==> config.mk <==
export PLATFORM = sky130hd
export DESIGN_NAME = dopt_ctrl
export DESIGN_NICKNAME = d
export VERILOG_FILES = /design/src/hdl/dopt_pkg.sv /design/src/hdl/dopt_ctrl.sv
export SDC_FILE = /design/constraint.sdc
export NUM_CORES = 1
export LEC_CHECK = 0
export ABC_CLOCK_PERIOD_IN_PS = 1400
export BUFFER_PORTS_ARGS = -buffer_cell sky130_fd_sc_hd__clkbuf_2
export CORE_AREA = 2 2 39 41
export CTS_CLUSTER_SIZE = 28
export DETAILED_ROUTE_END_ITERATION = 10
export DIE_AREA = 0 0 41 43
export PLACE_DENSITY = 0.43
export SLEW_MARGIN = 30
export SYNTH_ARGS = -nofsm -noshare
export SYNTH_HDL_FRONTEND = slang
export SYNTH_SLANG_ARGS = --single-unit
==> constraint.sdc <==
create_clock -name clk_i -period 1.4 [get_ports clk_i]
set_clock_uncertainty 0.05 [all_clocks]
set_input_delay 0.21 -clock clk_i [delete_from_list [all_inputs] [get_ports clk_i]]
set_output_delay 0.21 -clock clk_i [all_outputs]
set_load 0.02 [all_outputs]
==> src/hdl/dopt_pkg.sv <==
// ============================================================================
// dopt_pkg
// Shared types and constants for the DHCP option parser with slot table.
// ============================================================================
`default_nettype none

package dopt_pkg;

  localparam int unsigned AreaLenW = 10;
  localparam int unsigned PosW = 10;

  localparam logic [AreaLenW-1:0] AreaLenReset = 10'd308;
  localparam logic [PosW-1:0] PosMax = 10'h3FF;
  localparam logic [7:0] PadCode = 8'h00;
  localparam logic [7:0] TermCode = 8'hFF;

  typedef enum logic [1:0] {
    OP_START  = 2'd0,
    OP_BYTE   = 2'd1,
    OP_LOOKUP = 2'd2,
    OP_NOP    = 2'd3
  } opcode_e;

  typedef enum logic [1:0] {
    PH_CODE = 2'd0,
    PH_LEN  = 2'd1,
    PH_SKIP = 2'd2
  } phase_e;

  typedef enum logic {
    ST_IDLE = 1'b0,
    ST_SCAN = 1'b1
  } ctrl_state_e;

  typedef struct packed {
    logic clear;
    logic byte_en;
    logic load_status;
    logic scan_start;
    logic scan_run;
    logic load_lookup;
  } cmd_t;

  typedef struct packed {
    logic scan_done;
  } sts_t;

endpackage

`default_nettype wire

==> src/hdl/dopt_ctrl.sv <==
// ============================================================================
// dopt_ctrl
// Transaction controller: input acceptance, lookup scan sequencing and the
// output valid register.
// ============================================================================
`default_nettype none

module dopt_ctrl (
  input  wire logic             clk_i,
  input  wire logic             rst_ni,
  input  wire logic             s_valid_i,
  input  wire logic [1:0]       opcode_i,
  output logic                  s_ready_o,
  output logic                  m_valid_o,
  input  wire logic             m_ready_i,
  output dopt_pkg::cmd_t        cmd_o,
  input  wire dopt_pkg::sts_t   sts_i
);

  import dopt_pkg::*;

  ctrl_state_e state_q, state_d;
  logic        out_valid_q, out_valid_d;
  opcode_e     op;

  assign op = opcode_e'(opcode_i);

  always_ff @(posedge clk_i or negedge rst_ni) begin
    if (!rst_ni) begin
      state_q     <= ST_IDLE;
      out_valid_q <= 1'b0;
    end else begin
      state_q     <= state_d;
      out_valid_q <= out_valid_d;
    end
  end

  always_comb begin
    state_d     = state_q;
    out_valid_d = out_valid_q;
    cmd_o       = '0;
    s_ready_o   = 1'b0;
    if (out_valid_q && m_ready_i) begin
      out_valid_d = 1'b0;
    end
    unique case (state_q)
      ST_IDLE: begin
        s_ready_o = !out_valid_q || m_ready_i;
        if (s_valid_i && s_ready_o) begin
          unique case (op)
            OP_START: begin
              cmd_o.clear       = 1'b1;
              cmd_o.load_status = 1'b1;
              out_valid_d       = 1'b1;
            end
            OP_BYTE: begin
              cmd_o.byte_en     = 1'b1;
              cmd_o.load_status = 1'b1;
              out_valid_d       = 1'b1;
            end
            OP_LOOKUP: begin
              cmd_o.scan_start = 1'b1;
              state_d          = ST_SCAN;
            end
            OP_NOP: begin
              cmd_o.load_status = 1'b1;
              out_valid_d       = 1'b1;
            end
            default: begin
              cmd_o.load_status = 1'b1;
              out_valid_d       = 1'b1;
            end
          endcase
        end
      end
      ST_SCAN: begin
        cmd_o.scan_run = 1'b1;
        if (sts_i.scan_done) begin
          cmd_o.load_lookup = 1'b1;
          out_valid_d       = 1'b1;
          state_d           = ST_IDLE;
        end
      end
      default: begin
        state_d = ST_IDLE;
      end
    endcase
  end

  assign m_valid_o = out_valid_q;

endmodule

`default_nettype wire

==> impl_metrics.json, run 1 <==
{
  "gp_congestion": 0.567,
  "yosys-top-cells-area": "dfrtp_1, nor4b_2, nand2b_4",
  "p_int_w": 0.000214,
  "synth_top_family_by_area": "simple AND/OR/NAND/NOR gates",
  "maxCapViolations": 0,
  "fin_ws_ns": -0.0654,
  "grt_max_degree": 6,
  "violations": "negative setup slack",
  "slew_headroom": 0.854,
  "grt.total_usage": 0.0621,
  "yosysUniqueCellTypes": 15,
  "viasPerCell": 3.90,
  "n_antenna_cell": 0,
  "clkSinkCount": 2,
  "setup_violations": 3,
  "holdWs_ns": 0.142,
  "clk_latency_ns": 0.23,
  "clk_pin_slew_worst_paths_ns": 0.03,
  "max_freq_mhz": 682,
  "fill_cells": 150,
  "rsz0062_at_grt": "yes",
  "rrSetupSlack_ns": 0.25,
  "grt_pass1_wl_um": 634,
  "outcome": "finished, violations left",
  "die-area_um2": 1760,
  "swShare": 0.330,
  "required_ns": 1.14,
  "drtAntennaViolNets": 0,
  "io_pins": 15,
  "drt_pre_antenna_iters": 4,
  "drc_errors": 0,
  "netSwitchingPower_w": 0.000106,
  "avgSynthCellArea_um2": 10.9,
  "synth_top_area_cell": "dfrtp_1",
  "fp.coreArea_um2": 1380,
  "clockPowerShare": 0.411,
  "synth_xor_area_frac": 0,
  "critPathCaptureType": "primary output",
  "finalSetupTns_ns": -0.118,
  "rr_endpoint": "m_valid_o",
  "cts.htree.levels": 1,
  "muxShareOfSynthArea": 0,
  "syn_area_um2": 174,
  "synth_edf_count": 0,
  "comb_power_share": 0.374,
  "leakage_nw": 0.158,
  "hold_violations": 0,
  "hp-class": "in -> reg",
  "rr_startpoint": "state_q",
  "wl_per_cell_um": 10.0,
  "critical_path_class": "reg -> out",
  "clockRootBuffer": "clkbuf_4",
  "slew_violations": 0,
  "tightest_slew_ns": 0.219,
  "die_w_um": 41,
  "synth_compound_area_frac": 0.108,
  "synth_seq_area_share": 0.288,
  "r2r_cells": 3,
  "die_y_um": 43,
  "cts_tree": "done",
  "port_buffers": 14,
  "yosys.area_share.adder": 0,
  "yosysWarnings": 0,
  "vdd_ir_drop_max_v": 0.000137,
  "initial_core_util": 0.126,
  "gr-total-overflow": 0,
  "synthSimpleGateAreaFrac": 0.475,
  "crit_path_end": "cmd_o[4]",
  "final.period_utilization": 1.05,
  "antenna_found_initial": 0,
  "powerDensity_nw_per_um2": 972,
  "wl_um": 501,
  "area_growth_pct": 89.2,
  "cts_buffers": 3,
  "synth_nets": 23,
  "cp_data_arrival_time_ns": 1.21,
  "first_global_vias": 168,
  "synthFlopType": "dfrtp_1",
  "cts_max_path_buffers": 2,
  "synthCells": 16,
  "synth_top_area_share": 0.288,
  "start_kind": "flop",
  "p_seq_frac": 0.215,
  "async_reset_ff_frac": 1.00,
  "critPathMaxFanout": 5,
  "yosysMostFrequentCell": "dfrtp_1",
  "post_route_cells_drive_above_1_share": 0.735,
  "num_rows": 14,
  "finalCriticalPeriod_ns": 1.47,
  "critPathLaunch": "m_valid_o",
  "dp_hpwl_um": 365,
  "ys_ff_latch": 2,
  "drt_iter0_markers": 1,
  "nNetsFinal": 43,
  "vias": 195
}
-- logic make-up (layout without fill, tap and decap cells) --
group,count (synthesis),in the layout
AOI/OAI and AO/OA,2,2
buffers and inverters,3,21
DFF,2,2
and+or+nand+nor,9,9
-- per-stage QoR --
stage | setup slack, ns | area [um^2] | cells | power, W | utilization
global route | -0.115 | 329 | 50 | 0.000339 | 0.238
detailed placement | 0.120 | 265 | 44 | 0.000174 | 0.192
finish | -0.0654 | 329 | 50 | 0.000320 | 0.238
CTS | -0.0878 | 324 | 50 | 0.000325 | 0.234
global placement | 0.140 | 265 | 44 | 0.000174 | 0.192
floorplan | -0.0295 | 194 | 16 | 0.000146 | -
-- sequential cells by signal, indices dropped and copies added (netlist names) --
name and flops:
m_valid_o 1, state_q 1
-- how the worst min path moves through the flow --
stage | startpoint | to | cells after the start
floorplan | rst_ni | m_valid_o | 0
global placement | rst_ni | m_valid_o | 1
detailed placement | rst_ni | state_q | 1
CTS | sts_i | state_q | 2
global route | sts_i | state_q | 2
finish | sts_i | state_q | 2
-- metal layers --
metal  GRT usage  share of wire  up-vias
li1            -              -       95
met2      0.0750           0.37       17
met4       0.100          0.038        0
met1      0.0639           0.41       81
met3      0.0157           0.18        2
met5           0              0        -
-- critical path: stages, from the launching register on --
cell      delay [ns]
dfrtp_1         0.37
nor2b_4         0.16
nor4b_4         0.26
clkbuf_8        0.19
-- area by class of cell --
cell class / count / area (um^2) / share of cell area
Clock buffer: 3 / 22.5 / 0.0684
Inverter: 1 / 3.75 / 0.0114
Multi-Input combinational cell: 11 / 121 / 0.369
Sequential cell: 2 / 50.0 / 0.152
Tap cell: 16 / 20.0 / 0.0608
Timing Repair Buffer: 17 / 111 / 0.338
-- cells in the final DEF, fill, tap and decap left out, drive strengths merged --
| cell type | n |
|---|---|
| clkbuf | 14 |
| buf | 5 |
| dfrtp | 2 |
| nand2b | 2 |
| nor2b | 1 |
| nor4b | 1 |
| nor3b | 1 |
| and2 | 1 |
| nor3 | 1 |
| inv | 1 |
| a311o | 1 |
| o32ai | 1 |
| nor4 | 1 |
| nor2 | 1 |
| dlygate4sd3 | 1 |
-- repair_timing --
action	CTS	global route
gates resized for setup	3	5
setup buffers	2	0
pin swaps	0	2
setup endpoints to repair	4	5
hold endpoints to repair	2	0
hold buffers	1	0
-- power groups by stage --
| stage | registers (W) | clock network [W] | logic, W |
|---|---|---|---|
| after global placement | 0.0000706 | 0 | 0.000103 |
| final | 0.0000687 | 0.000132 | 0.000120 |
| after CTS | 0.0000688 | 0.000138 | 0.000118 |
| after global routing | 0.0000694 | 0.000142 | 0.000128 |
| after floorplan | 0.0000751 | 0 | 0.0000712 |
| after detailed placement | 0.0000709 | 0 | 0.000103 |
Power figures use the tool's default switching activity.
==> run 2, diff against run 1 <==
--- a/config.mk
+++ b/config.mk
@@ -6,12 +6,12 @@
 export NUM_CORES = 1
 export LEC_CHECK = 0
 export ABC_CLOCK_PERIOD_IN_PS = 1400
-export BUFFER_PORTS_ARGS = -buffer_cell sky130_fd_sc_hd__clkbuf_2
 export CORE_AREA = 2 2 39 41
 export CTS_CLUSTER_SIZE = 28
 export DETAILED_ROUTE_END_ITERATION = 10
 export DIE_AREA = 0 0 41 43
-export PLACE_DENSITY = 0.43
+export DONT_BUFFER_PORTS = 1
+export PLACE_DENSITY_LB_ADDON = 0.3
 export SLEW_MARGIN = 30
 export SYNTH_ARGS = -nofsm -noshare
 export SYNTH_HDL_FRONTEND = slang
==> impl_metrics.json, run 2 (synthesized netlist as in run 1, its figures left out) <==
{
  "fp.coreArea_um2": 1380,
  "p_seq_frac": 0.221,
  "die_w_um": 41,
  "finalCriticalPeriod_ns": 1.41,
  "critPathCaptureType": "primary output",
  "drt_iter0_markers": 2,
  "fin_ws_ns": -0.0128,
  "hold_violations": 0,
  "area_growth_pct": 69.8,
  "register_area_um2": 50.0,
  "final.period_utilization": 1.01,
  "critical_path_class": "reg -> out",
  "p_int_w": 0.000214,
  "slew_headroom": 0.751,
  "antenna_found_initial": 0,
  "tightest_slew_ns": 0.372,
  "grt_pass1_wl_um": 779,
  "port_buffers": 0,
  "max_stage_delay_ns": 0.40,
  "rrSetupSlack_ns": 0.21,
  "final_cell_area_um2": 295,
  "clk_pin_slew_worst_paths_ns": 0.03,
  "io_pins": 15,
  "wl_per_cell_um": 13.3,
  "post_route_cells_drive_above_1_share": 0.667,
  "setup_violations": 1,
  "cts.repair.resized": 0,
  "viasPerCell": 4.07,
  "rsz0062_at_grt": "yes",
  "die_y_um": 43,
  "swShare": 0.308,
  "dr_wl_met2_um": 271,
  "clk_latency_ns": 0.22,
  "finalSetupTns_ns": -0.0128,
  "vias": 175,
  "dp_hpwl_um": 461,
  "hp-class": "in -> reg",
  "nNetsFinal": 36,
  "drtAntennaViolNets": 0,
  "grt_max_degree": 8,
  "placedCellCount": 37,
  "top_layer_used": "met3",
  "drc_errors": 0,
  "netSwitchingPower_w": 0.0000956,
  "cts_buffers": 3,
  "placed_area_um2": 248,
  "final_cells": 43,
  "gr-total-overflow": 0,
  "fill_cells": 147,
  "slew_violations": 0,
  "comb_power_share": 0.368,
  "wl_met3_um": 101,
  "multi_input_area_um2": 121,
  "crit_slowest_cell": "nor4b_4",
  "initial_core_util": 0.126,
  "grt.total_usage": 0.0729,
  "powerDensity_nw_per_um2": 1050,
  "critPathMaxFanout": 7,
  "drt_pre_antenna_iters": 4,
  "path_cells": "nor2b_4 > nor4b_4",
  "cts_tree": "done",
  "violations": "negative setup slack",
  "drt-met1-wl_um": 198,
  "clockPowerShare": 0.411,
  "num_rows": 14,
  "cts.htree.levels": 1,
  "clockRootBuffer": "clkbuf_4",
  "leakage_nw": 0.128,
  "start_kind": "flop",
  "gp_congestion": 0.564,
  "vdd_ir_drop_max_v": 0.000159,
  "clkSinkCount": 2,
  "max_freq_mhz": 708,
  "final_common_cell": "buf_4",
  "mostFrequentLayoutCells": "buf_4, clkbuf_4, dfrtp_1",
  "n_antenna_cell": 0,
  "total_power_w": 0.000310,
  "cts_max_path_buffers": 2,
  "cp_data_arrival_time_ns": 1.15,
  "first_global_vias": 203,
  "required_ns": 1.14,
  "outcome": "finished, violations left",
  "maxCapViolations": 0,
  "wl_um": 571,
  "die-area_um2": 1760,
  "holdWs_ns": 0.0683
}
[run 2: cell count changes in the layout (fill, tap and decap cells not counted), sizes merged]
cell / delta
buf: +4
clkbuf: -11
[run 2: metrics by stage]
step           utilization  setup slack (ns)
4_1_cts              0.203           -0.0328
2_1_floorplan            -           -0.0295
5_1_grt              0.213           -0.0619
6_report             0.213           -0.0128
3_5_place_dp         0.179             0.213
3_3_place_gp         0.179             0.214
[run 2: worst paths after layout]
| check | startpoint | endpoint | cells past startpoint |
|---|---|---|---|
| max in group asynchronous | rst_ni | m_valid_o | 1 |
| hold reg to reg | state_q | state_q | 3 |
| setup reg to reg | state_q | m_valid_o | 3 |
| setup / recovery | m_valid_o | cmd_o[4] | 2 |
| min in group asynchronous | rst_ni | state_q | 1 |
| hold / removal | sts_i | state_q | 1 |
[run 2: area by class of cell]
cell class / instances / area share
clock buffer: 3 / 0.0763
multi-input combinational: 11 / 0.411
tap: 16 / 0.0678
timing repair buffer: 10 / 0.263
inverter: 1 / 0.0127
sequential: 2 / 0.169
[run 2: repair_timing]
item / 4_1_cts / 5_1_grt
endpoints found under the setup margin: 2 / 5
pin swaps: 0 / 2
hold buffers: 1 / 0
hold endpoints to repair: 2 / 0
buffers inserted: 0 / 2
[run 2: power by group through the flow]
stage	combinational, W	sequential (W)	clock, W
floorplan	0.0000712	0.0000751	0
global placement	0.0000992	0.0000688	0
detailed placement	0.000103	0.0000690	0
CTS	0.000106	0.0000685	0.000134
global route	0.000125	0.0000692	0.000137
finish	0.000114	0.0000686	0.000127
[run 2: layer usage]
layer / GRT usage / vias to the layer above
li1: - / 80
met1: 0.0538 / 80
met3: 0.0314 / 0
met4: 0.0800 / 0
met2: 0.119 / 15
met5: 0 / -
[run 2: critical path: cells and delay by family (launching register included)]
kind	cells	cell delay, ns
simple gates	2	0.56
flops	1	0.36
